==> config.mk <==
export PLATFORM = sky130hd
export DESIGN_NAME = field_boundary_halt_debouncer
export DESIGN_NICKNAME = d
export VERILOG_FILES = /design/src/rtl/fbhd_pkg.sv /design/src/rtl/field_boundary_halt_debouncer.sv /design/src/rtl/fbhd_bounds.sv /design/src/rtl/fbhd_debounce.sv
export SDC_FILE = /design/constraint.sdc
export NUM_CORES = 1
export LEC_CHECK = 0
export ABC_CLOCK_PERIOD_IN_PS = 6650
export BUFFER_PORTS_ARGS = -buffer_cell sky130_fd_sc_hd__clkbuf_2
export CAP_MARGIN = 30
export CORE_MARGIN = 4
export CORE_UTILIZATION = 30
export CTS_CLUSTER_DIAMETER = 40
export DETAILED_ROUTE_END_ITERATION = 12
export SYNTH_ARGS = -nofsm -noshare
export SYNTH_HDL_FRONTEND = slang
export SYNTH_SLANG_ARGS = --single-unit
==> constraint.sdc <==
create_clock -name clk -period 6.65 [get_ports clk]
set_input_delay 0.3325 -clock clk [delete_from_list [all_inputs] [get_ports clk]]
set_output_delay 0.3325 -clock clk [all_outputs]
set_load 0.02 [all_outputs]
==> src/rtl/fbhd_pkg.sv <==
// shared types, constants and register indexes of the field boundary halt debouncer
// no dependencies
`timescale 1ns / 1ps

package fbhd_pkg;

	localparam int POS_WIDTH = 16;
	localparam int HALF_WIDTH = 15;
	localparam int DBN_WIDTH = 4;
	localparam int LOST_WIDTH = 8;
	localparam int CFG_ADDR_WIDTH = 3;
	localparam int CFG_DATA_WIDTH = 15;

	// compare width: holds |pos| and the shrunk limit with a sign bit
	localparam int CMP_WIDTH = ((POS_WIDTH > HALF_WIDTH) ? POS_WIDTH : HALF_WIDTH) + 2;

	localparam logic [CFG_ADDR_WIDTH-1:0] REG_FIELD_HALF_X = 3'd0;
	localparam logic [CFG_ADDR_WIDTH-1:0] REG_FIELD_HALF_Y = 3'd1;
	localparam logic [CFG_ADDR_WIDTH-1:0] REG_REL_MARGIN = 3'd2;
	localparam logic [CFG_ADDR_WIDTH-1:0] REG_OOB_DEBOUNCE = 3'd3;
	localparam logic [CFG_ADDR_WIDTH-1:0] REG_BALL_LOST_TICKS = 3'd4;

	localparam logic [HALF_WIDTH-1:0] RST_FIELD_HALF_X = 15'd4500;
	localparam logic [HALF_WIDTH-1:0] RST_FIELD_HALF_Y = 15'd3000;
	localparam logic [HALF_WIDTH-1:0] RST_REL_MARGIN = 15'd200;
	localparam logic [DBN_WIDTH-1:0] RST_OOB_DEBOUNCE = 4'd10;
	localparam logic [LOST_WIDTH-1:0] RST_BALL_LOST_TICKS = 8'd150;

	localparam logic [LOST_WIDTH-1:0] LOST_MAX = {LOST_WIDTH{1'b1}};

	typedef struct packed {
		logic outside;
		logic in_shrunk;
	} fbhd_bounds_t;

	typedef struct packed {
		logic [DBN_WIDTH-1:0] count;
		logic halted;
		logic set_pause;
		logic clr_pause;
	} fbhd_dbn_t;

endpackage

==> src/rtl/field_boundary_halt_debouncer.sv <==
// top level of the field boundary halt debouncer: handshakes, config and tick state
// depends on fbhd_pkg, fbhd_bounds, fbhd_debounce
`timescale 1ns / 1ps

// One request is one control tick: robot position, start/stop buttons and an
// optional new ball position. Each request gives exactly one result holding
// start, pause and agent-stop flags, ball-seen and the two halt states as they
// stand after that tick. A request is captured in an input register and the
// whole tick update (lost timer, button logic, boundary compares, both debounce
// counters) runs combinationally between that register and the result register.
// While the result channel is not stalled, one request per cycle is sustained.
// Stop wins over start. A halt is released only strictly inside the field shrunk
// by the release margin; the ball counter only falls while the ball is not seen.
// Configuration registers are written through cfg_we/cfg_addr/cfg_data. The user
// must write them only while idle; the block itself does not enforce this.
module field_boundary_halt_debouncer import fbhd_pkg::*; (
	input  logic clk,
	input  logic arst_n,
	// configuration
	input  logic cfg_we,
	input  logic [CFG_ADDR_WIDTH-1:0] cfg_addr,
	input  logic [CFG_DATA_WIDTH-1:0] cfg_data,
	// input channel
	input  logic in_valid,
	output logic in_ready,
	input  logic signed [POS_WIDTH-1:0] robot_x,
	input  logic signed [POS_WIDTH-1:0] robot_y,
	input  logic start_button,
	input  logic stop_button,
	input  logic ball_update,
	input  logic signed [POS_WIDTH-1:0] ball_x,
	input  logic signed [POS_WIDTH-1:0] ball_y,
	// result channel
	output logic out_valid,
	input  logic out_ready,
	output logic start_flag,
	output logic pause_flag,
	output logic agent_halt,
	output logic ball_seen,
	output logic robot_halt,
	output logic ball_halt
);

	// configuration registers
	logic [HALF_WIDTH-1:0] field_half_x_q, field_half_y_q, rel_margin_q;
	logic [DBN_WIDTH-1:0] oob_debounce_q;
	logic [LOST_WIDTH-1:0] ball_lost_ticks_q;

	always_ff @(posedge clk or negedge arst_n) begin
		if (!arst_n) begin
			field_half_x_q <= RST_FIELD_HALF_X;
			field_half_y_q <= RST_FIELD_HALF_Y;
			rel_margin_q <= RST_REL_MARGIN;
			oob_debounce_q <= RST_OOB_DEBOUNCE;
			ball_lost_ticks_q <= RST_BALL_LOST_TICKS;
		end else if (cfg_we) begin
			case (cfg_addr)
				REG_FIELD_HALF_X: field_half_x_q <= cfg_data[HALF_WIDTH-1:0];
				REG_FIELD_HALF_Y: field_half_y_q <= cfg_data[HALF_WIDTH-1:0];
				REG_REL_MARGIN: rel_margin_q <= cfg_data[HALF_WIDTH-1:0];
				REG_OOB_DEBOUNCE: oob_debounce_q <= cfg_data[DBN_WIDTH-1:0];
				REG_BALL_LOST_TICKS: ball_lost_ticks_q <= cfg_data[LOST_WIDTH-1:0];
				default: ;
			endcase
		end
	end

	// input register stage
	logic valid_s1;
	logic signed [POS_WIDTH-1:0] robot_x_s1, robot_y_s1, ball_x_s1, ball_y_s1;
	logic start_s1, stop_s1, update_s1;
	logic advance;

	// the tick moves into the result register whenever that register is free or drains
	assign advance = valid_s1 && (!out_valid || out_ready);
	assign in_ready = !valid_s1 || advance;

	always_ff @(posedge clk or negedge arst_n) begin
		if (!arst_n) begin
			valid_s1 <= 1'b0;
		end else if (in_ready) begin
			valid_s1 <= in_valid;
		end
	end

	always_ff @(posedge clk) begin
		if (in_ready && in_valid) begin
			robot_x_s1 <= robot_x;
			robot_y_s1 <= robot_y;
			start_s1 <= start_button;
			stop_s1 <= stop_button;
			update_s1 <= ball_update;
			ball_x_s1 <= ball_x;
			ball_y_s1 <= ball_y;
		end
	end

	// tick state
	logic start_q, pause_q, agent_stop_q, ball_valid_q;
	logic [LOST_WIDTH-1:0] lost_count_q;
	logic signed [POS_WIDTH-1:0] last_ball_x_q, last_ball_y_q;
	logic [DBN_WIDTH-1:0] robot_count_q, ball_count_q;
	logic robot_halted_q, ball_halted_q;

	// next-state logic for one tick
	logic start_n, pause_btn, agent_n, ball_valid_n, pause_mid, pause_n;
	logic [LOST_WIDTH-1:0] lost_n;
	logic signed [POS_WIDTH-1:0] bx_n, by_n;
	fbhd_bounds_t robot_bnd, ball_bnd;
	fbhd_dbn_t robot_dbn, ball_dbn;

	always_comb begin
		// lost timer saturates, a fresh ball position clears it
		lost_n = (lost_count_q == LOST_MAX) ? LOST_MAX : lost_count_q + 1'b1;
		start_n = start_q;
		pause_btn = pause_q;
		agent_n = agent_stop_q;
		if (start_s1) begin
			start_n = 1'b1;
			pause_btn = 1'b0;
			agent_n = 1'b0;
		end
		// stop applied after start so it wins
		if (stop_s1) begin
			start_n = 1'b0;
			pause_btn = 1'b1;
			agent_n = 1'b1;
		end
		ball_valid_n = ball_valid_q;
		bx_n = last_ball_x_q;
		by_n = last_ball_y_q;
		if (update_s1) begin
			bx_n = ball_x_s1;
			by_n = ball_y_s1;
			lost_n = '0;
			ball_valid_n = 1'b1;
		end
		if (lost_n >= ball_lost_ticks_q) begin
			ball_valid_n = 1'b0;
		end
	end

	fbhd_bounds u_robot_bounds (
		.pos_x(robot_x_s1),
		.pos_y(robot_y_s1),
		.half_x(field_half_x_q),
		.half_y(field_half_y_q),
		.margin(rel_margin_q),
		.bounds(robot_bnd)
	);

	fbhd_bounds u_ball_bounds (
		.pos_x(bx_n),
		.pos_y(by_n),
		.half_x(field_half_x_q),
		.half_y(field_half_y_q),
		.margin(rel_margin_q),
		.bounds(ball_bnd)
	);

	fbhd_debounce u_robot_dbn (
		.count(robot_count_q),
		.halted(robot_halted_q),
		.is_out(robot_bnd.outside),
		.may_release(robot_bnd.in_shrunk),
		.limit(oob_debounce_q),
		.nxt(robot_dbn)
	);

	// an unseen ball only lets the counter fall and holds its halt
	fbhd_debounce u_ball_dbn (
		.count(ball_count_q),
		.halted(ball_halted_q),
		.is_out(ball_valid_n && ball_bnd.outside),
		.may_release(ball_valid_n && ball_bnd.in_shrunk),
		.limit(oob_debounce_q),
		.nxt(ball_dbn)
	);

	// robot debounce acts on pause first, then the ball debounce
	always_comb begin
		pause_mid = robot_dbn.set_pause ? 1'b1 : (robot_dbn.clr_pause ? 1'b0 : pause_btn);
		pause_n = ball_dbn.set_pause ? 1'b1 : (ball_dbn.clr_pause ? 1'b0 : pause_mid);
	end

	always_ff @(posedge clk or negedge arst_n) begin
		if (!arst_n) begin
			start_q <= 1'b0;
			pause_q <= 1'b0;
			agent_stop_q <= 1'b0;
			ball_valid_q <= 1'b0;
			lost_count_q <= '0;
			last_ball_x_q <= '0;
			last_ball_y_q <= '0;
			robot_count_q <= '0;
			robot_halted_q <= 1'b0;
			ball_count_q <= '0;
			ball_halted_q <= 1'b0;
		end else if (advance) begin
			start_q <= start_n;
			pause_q <= pause_n;
			agent_stop_q <= agent_n;
			ball_valid_q <= ball_valid_n;
			lost_count_q <= lost_n;
			last_ball_x_q <= bx_n;
			last_ball_y_q <= by_n;
			robot_count_q <= robot_dbn.count;
			robot_halted_q <= robot_dbn.halted;
			ball_count_q <= ball_dbn.count;
			ball_halted_q <= ball_dbn.halted;
		end
	end

	// result register
	always_ff @(posedge clk or negedge arst_n) begin
		if (!arst_n) begin
			out_valid <= 1'b0;
		end else if (advance) begin
			out_valid <= 1'b1;
		end else if (out_ready) begin
			out_valid <= 1'b0;
		end
	end

	always_ff @(posedge clk) begin
		if (advance) begin
			start_flag <= start_n;
			pause_flag <= pause_n;
			agent_halt <= agent_n;
			ball_seen <= ball_valid_n;
			robot_halt <= robot_dbn.halted;
			ball_halt <= ball_dbn.halted;
		end
	end

endmodule

==> src/rtl/fbhd_bounds.sv <==
// field boundary compares for one position: outside the field, inside the shrunk field
// depends on fbhd_pkg
`timescale 1ns / 1ps

module fbhd_bounds import fbhd_pkg::*; (
	input  logic signed [POS_WIDTH-1:0] pos_x,
	input  logic signed [POS_WIDTH-1:0] pos_y,
	input  logic [HALF_WIDTH-1:0] half_x,
	input  logic [HALF_WIDTH-1:0] half_y,
	input  logic [HALF_WIDTH-1:0] margin,
	output fbhd_bounds_t bounds
);

	logic signed [CMP_WIDTH-1:0] ext_x, ext_y, abs_x, abs_y;
	logic signed [CMP_WIDTH-1:0] lim_x, lim_y, safe_x, safe_y, mrg;

	always_comb begin
		ext_x = CMP_WIDTH'(pos_x);
		ext_y = CMP_WIDTH'(pos_y);
		abs_x = ext_x[CMP_WIDTH-1] ? -ext_x : ext_x;
		abs_y = ext_y[CMP_WIDTH-1] ? -ext_y : ext_y;
		lim_x = $signed(CMP_WIDTH'(half_x));
		lim_y = $signed(CMP_WIDTH'(half_y));
		mrg = $signed(CMP_WIDTH'(margin));
		// negative when the margin exceeds the half field: release never happens
		safe_x = lim_x - mrg;
		safe_y = lim_y - mrg;
		bounds.outside = (abs_x > lim_x) || (abs_y > lim_y);
		bounds.in_shrunk = (abs_x < safe_x) && (abs_y < safe_y);
	end

endmodule

==> src/rtl/fbhd_debounce.sv <==
// saturating up/down out-of-bounds counter with hysteresis halt release
// depends on fbhd_pkg
`timescale 1ns / 1ps

module fbhd_debounce import fbhd_pkg::*; (
	input  logic [DBN_WIDTH-1:0] count,
	input  logic halted,
	input  logic is_out,
	input  logic may_release,
	input  logic [DBN_WIDTH-1:0] limit,
	output fbhd_dbn_t nxt
);

	logic [DBN_WIDTH:0] inc;
	logic [DBN_WIDTH-1:0] cnt;

	always_comb begin
		inc = {1'b0, count} + 1'b1;
		if (is_out) begin
			cnt = (inc < {1'b0, limit}) ? inc[DBN_WIDTH-1:0] : limit;
		end else begin
			cnt = (count != '0) ? count - 1'b1 : '0;
		end
		nxt.count = cnt;
		nxt.set_pause = 1'b0;
		nxt.clr_pause = 1'b0;
		nxt.halted = halted;
		if (cnt >= limit) begin
			nxt.halted = 1'b1;
			nxt.set_pause = 1'b1;
		end else if (halted && may_release) begin
			nxt.halted = 1'b0;
			nxt.clr_pause = 1'b1;
		end
	end

endmodule
==> report_table.html <==
<table>
<tr><th>Metric</th><th>Value</th></tr>
<tr><th colspan="2">Critical path</th></tr>
<tr><td>Data required time of the worst path</td><td>roughly 7000 ps</td></tr>
<tr><td>Startpoint Class</td><td>flip-flop</td></tr>
<tr><td>Critical Path Sink Type</td><td>flip-flop</td></tr>
<tr><td>Max stage delay cell, worst path</td><td>a2111oi_0</td></tr>
<tr><td>Crit path launch</td><td>update_s1</td></tr>
<tr><td>Highest fanout seen on the critical path</td><td>30</td></tr>
<tr><td>Critical register-to-register path startpoint</td><td>update_s1</td></tr>
<tr><td>Critical path's most frequent cell</td><td>a21oi_1</td></tr>
<tr><td>Cells traversed along the worst timing path</td><td>buf_4 &gt; mux2i_1 &gt; o211a_1 &gt; nand2b_1 &gt; nor3b_1 &gt; a31oi_1 &gt; xnor2_1 &gt; ha_1 &gt; a21oi_1 &gt; a21boi_0 &gt; a2111oi_0 &gt; o31ai_1 &gt; a211oi_2 &gt; a21oi_4 &gt; mux2_1 &gt; a21oi_1 &gt; ha_1 &gt; nand2b_1 &gt; a21o_1 &gt; a21o_1 &gt; a21oi_1 &gt; o21ai_1</td></tr>
<tr><td>Worst r2r path cells</td><td>22</td></tr>
<tr><td>Worst setup path class</td><td>flip-flop to flip-flop</td></tr>
<tr><td>Critical path data arrival time</td><td>between 6000 and 7000 ps</td></tr>
<tr><td>Biggest cell delay along the critical path</td><td>around 450 ps</td></tr>
<tr><th colspan="2">Pwr</th></tr>
<tr><td>Switching power as a share of total power</td><td>42.6%</td></tr>
<tr><td>Share of total power in combinational logic</td><td>53.1%</td></tr>
<tr><td>Clk pwr share</td><td>between 15 and 20%</td></tr>
<tr><td>PnR Total Power</td><td>roughly 5.5 mW</td></tr>
<tr><td>Areal power density over the cells</td><td>between 300 and 400 nW/um2</td></tr>
<tr><td>Net switching power</td><td>2.33 mW</td></tr>
<tr><td>Max rail drop VDD</td><td>about 160 uV</td></tr>
<tr><td>Sequential Power Share</td><td>28.8%</td></tr>
<tr><td>Cell internal power dissipation</td><td>roughly 3.1 mW</td></tr>
<tr><td>P_leak</td><td>about 6.6 nW</td></tr>
<tr><th colspan="2">Clocking</th></tr>
<tr><td>Level count of the clock H-tree</td><td>4</td></tr>
<tr><td>Number of hold buffers added after CTS</td><td>1</td></tr>
<tr><td>Register clock-pin slew on the reported worst setup and hold paths</td><td>roughly 80 ps</td></tr>
<tr><td>Buffers from clock root to sink, at most</td><td>2</td></tr>
<tr><td>Clk Latency, worst-skew pair</td><td>between 400 and 500 ps</td></tr>
<tr><td>Number of buffers added by the clock tree synthesis step</td><td>17</td></tr>
<tr><td>Clock sink total</td><td>186</td></tr>
<tr><td>Setup repair bufs after CTS</td><td>0</td></tr>
<tr><td>CTS tree</td><td>yes</td></tr>
<tr><td>Post-cts sizing count</td><td>0</td></tr>
<tr><td>Root buf cell</td><td>clkbuf_16</td></tr>
<tr><th colspan="2">Synthesis</th></tr>
<tr><td>Cell area after synthesis</td><td>approximately 13000 um2</td></tr>
<tr><td>Proportion of netlist area held by the largest area contributor</td><td>between 10% and 20%</td></tr>
<tr><td>Cell types occupying the most area after synthesis</td><td>ha_1, dfrtp_1, edfxtp_1, dfstp_2, nand2_1</td></tr>
<tr><td>Average cell area after synthesis</td><td>9.88 um2</td></tr>
<tr><td>Proportion of register bits with asynchronous set or reset after synthesis</td><td>60.8%</td></tr>
<tr><td>Ys flop type</td><td>dfrtp_1</td></tr>
<tr><td>Sequential area share after synthesis</td><td>between 30 and 40%</td></tr>
<tr><td>Cell count after synthesis</td><td>between 1000 and 1500</td></tr>
<tr><td>Cell type with the largest total area after synthesis</td><td>ha_1</td></tr>
<tr><td>Number of flops mapped to enable cells by yosys</td><td>between 70 and 80</td></tr>
<tr><td>Number of distinct library cell variants in the gate-level netlist after synthesis</td><td>81</td></tr>
<tr><td>Number of warnings reported in the yosys synthesis log</td><td>0</td></tr>
<tr><td>Synthesized flop and latch total</td><td>between 150 and 200</td></tr>
<tr><th colspan="2">Final layout</th></tr>
<tr><td>Area growth from synthesis to final layout</td><td>13.7%</td></tr>
<tr><td>Non-filler instance count after layout</td><td>2065</td></tr>
<tr><td>Final Core Density</td><td>about a third</td></tr>
<tr><td>Commonest cells after routing, fill and taps aside</td><td>ha_1, nand2_1, o21ai_0, clkbuf_2, dfrtp_1</td></tr>
<tr><td>Ratio of cells with drive above 1 in the final layout</td><td>between 15 and 20%</td></tr>
<tr><td>Fillers</td><td>4522</td></tr>
<tr><td>Leading cell type in the layout, fill and taps excluded</td><td>ha_1</td></tr>
<tr><td>Final non-filler cell area</td><td>15200 um2</td></tr>
<tr><td>Diodes inserted</td><td>0</td></tr>
<tr><td>Number of nets in the layout</td><td>between 1500 and 2000</td></tr>
<tr><th colspan="2">Min path</th></tr>
<tr><td>Hold wc startpoint</td><td>robot_y[6]</td></tr>
<tr><td>Class of the most critical hold timing path</td><td>input pin to flip-flop</td></tr>
<tr><td>Count of cells along the worst hold path</td><td>1</td></tr>
<tr><th colspan="2">Placed design</th></tr>
<tr><td>Placed standard-cell area</td><td>between 10000 and 15000 um2</td></tr>
<tr><td>Worst slack at placement</td><td>around 910 ps</td></tr>
<tr><td>Gpl congestion</td><td>about 0.9</td></tr>
<tr><td>Count of buffers inserted at the top-level ports</td><td>97</td></tr>
<tr><td>Final HPWL DP</td><td>roughly 28 mm</td></tr>
<tr><td>DP Cell Count</td><td>between 2000 and 2500</td></tr>
<tr><th colspan="2">Detailed routing</th></tr>
<tr><td>Via-per-instance ratio</td><td>5.01</td></tr>
<tr><td>Post-Route WL</td><td>35.3 mm</td></tr>
<tr><td>Initial DRC count</td><td>around 700</td></tr>
<tr><td>Count of unresolved DRC violations after routing</td><td>0</td></tr>
<tr><td>Post-detailed-route wirelength per cell</td><td>roughly 17 um</td></tr>
<tr><td>Residual antenna-violating net count after detailed routing</td><td>0</td></tr>
<tr><td>Total number of vias</td><td>10353</td></tr>
<tr><td>Router iterations before antenna repair</td><td>6</td></tr>
<tr><th colspan="2">STA</th></tr>
<tr><td>Relative slew margins</td><td>about a third</td></tr>
<tr><td>Clock Skew</td><td>roughly 14 ps</td></tr>
<tr><td>Count of endpoints failing hold in the final timing report</td><td>0</td></tr>
<tr><td>Min cycle time layout</td><td>approximately 5800 ps</td></tr>
<tr><td>Total of endpoints with negative setup slack in the final report</td><td>0</td></tr>
<tr><td>Upper clock frequency limit</td><td>around 0.17 GHz</td></tr>
<tr><td>Share of the clock period used by the worst path</td><td>between 80% and 90%</td></tr>
<tr><td>Max-slew violations</td><td>0</td></tr>
<tr><td>Setup repair after global routing missed its margin</td><td>false</td></tr>
<tr><td>Worst Hold Margin</td><td>between 40 and 50 ps</td></tr>
<tr><td>Worst Tran Pin Value</td><td>about 1000 ps</td></tr>
<tr><td>Total negative slack</td><td>0 ps</td></tr>
<tr><td>Worst path setup slack after routing</td><td>around 830 ps</td></tr>
<tr><th colspan="2">Global route</th></tr>
<tr><td>Vias in the first global route</td><td>between 10000 and 15000</td></tr>
<tr><td>Pin count of the biggest net entering global routing</td><td>slightly below 70</td></tr>
<tr><td>Number of antenna violations at the first check in global routing</td><td>0</td></tr>
<tr><td>Overall track demand over capacity in global routing</td><td>14.9%</td></tr>
<tr><td>Wire length of the first global-routing pass</td><td>about 56 mm</td></tr>
<tr><td>Remaining global-route overflow</td><td>0</td></tr>
<tr><th colspan="2">Job</th></tr>
<tr><td># Max-Cap Violations</td><td>0</td></tr>
<tr><th colspan="2">Die</th></tr>
<tr><td>Height of the chip</td><td>around 220 um</td></tr>
<tr><td>Initial standard-cell utilization of the core</td><td>between 30% and 40%</td></tr>
<tr><td>Floorplan die width</td><td>around 220 um</td></tr>
<tr><td>Die footprint</td><td>between 40000 and 50000 um2</td></tr>
<tr><td>Total core area</td><td>about 44000 um2</td></tr>
<tr><td>Number of primary I/O pins</td><td>between 90 and 100</td></tr>
<tr><td>Placement row count</td><td>77</td></tr>
<tr><th colspan="2">Status</th></tr>
<tr><td>Status</td><td>finished, final reports clean</td></tr>
</table>
-- cell families after synthesis --
logic type / synth area share, %
other: 0.0280
muxes: 6.15
xor gates and xnor gates: 5.43
AOI/OAI and AO/OA: 15.6
DFF: 37.7
buffers and inverters: 3.31
and+or+nand+nor: 13.8
adders and majority gates: 18.0
-- flip-flops by register name, summed over array words and instances, names as in the netlist, 8 cells and up --
| register | cells |
|---|---|
| ball_x_s1 | 16 |
| ball_y_s1 | 16 |
| last_ball_x_q | 16 |
| last_ball_y_q | 16 |
| robot_x_s1 | 16 |
| robot_y_s1 | 16 |
| field_half_x_q | 15 |
| field_half_y_q | 15 |
| rel_margin_q | 15 |
| ball_lost_ticks_q | 8 |
| lost_count_q | 8 |
-- layer usage --
layer / vias up / wire (um) / global-route usage (%)
li1: 5169 / - / -
met2: 190 / 16000 / 23.7
met1: 4960 / 17400 / 21.1
met4: 0 / 636 / 4.36
met5: - / 0 / 0
met3: 34 / 1240 / 2.23
-- synth_stat cells, types with 11 or more instances --
| cell | n |
|---|---|
| o21ai_1 | 15 |
| a21o_1 | 27 |
| nor2_1 | 58 |
| xnor2_1 | 56 |
| dfstp_2 | 21 |
| xor2_1 | 27 |
| edfxtp_1 | 73 |
| o21ai_0 | 101 |
| o21a_1 | 11 |
| o31ai_1 | 12 |
| nand3_1 | 30 |
| inv_1 | 84 |
| nand2_1 | 138 |
| nand4_1 | 14 |
| a21oi_1 | 88 |
| mux2i_1 | 35 |
| mux2_2 | 39 |
| dfrtp_1 | 92 |
| ha_1 | 189 |
| nor3_1 | 29 |
| nand2b_1 | 24 |
| clkbuf_1 | 20 |
-- worst max-delay path: cells and delay by family (launching register included) --
kind            cells  cell delay (ps)
buf+inv             1              370
compound gates     13             2710
fa+ha+maj           2              550
xor+xnor            1              260
flops               1              430
mux                 2              680
simple gates        3              560
-- power by group through the flow --
stage               registers (mW)  logic [mW]  clock network (mW)
finish                        1.58        2.91               0.988
global route                  1.61        3.30                1.07
CTS                           1.58        2.89                1.02
detailed placement            1.60        2.88                   0
global placement              1.60        2.78                   0
floorplan                     1.56        2.13                   0
-- final timing paths --
path	to	slack (ps)
worst max-delay path	ball_halt	830
worst min-delay path	robot_y_s1[6]	40
worst max register to register	ball_halt	830
worst min register to register	ball_valid_q	490
max in group asynchronous	rel_margin_q[10]	4860
min in group asynchronous	robot_halted_q	460
-- final cells by class --
cell class                      count  area (um2)  area share, %
Clock buffer                       19         443           2.91
Inverter                           84         315           2.07
Timing Repair Buffer              110         628           4.13
Multi-Input combinational cell   1061        7930           52.1
Clock inverter                     13         106          0.699
Tap cell                          592         741           4.87
Sequential cell                   186        5050           33.2
Note: power is estimated with default switching activity, not from simulation.
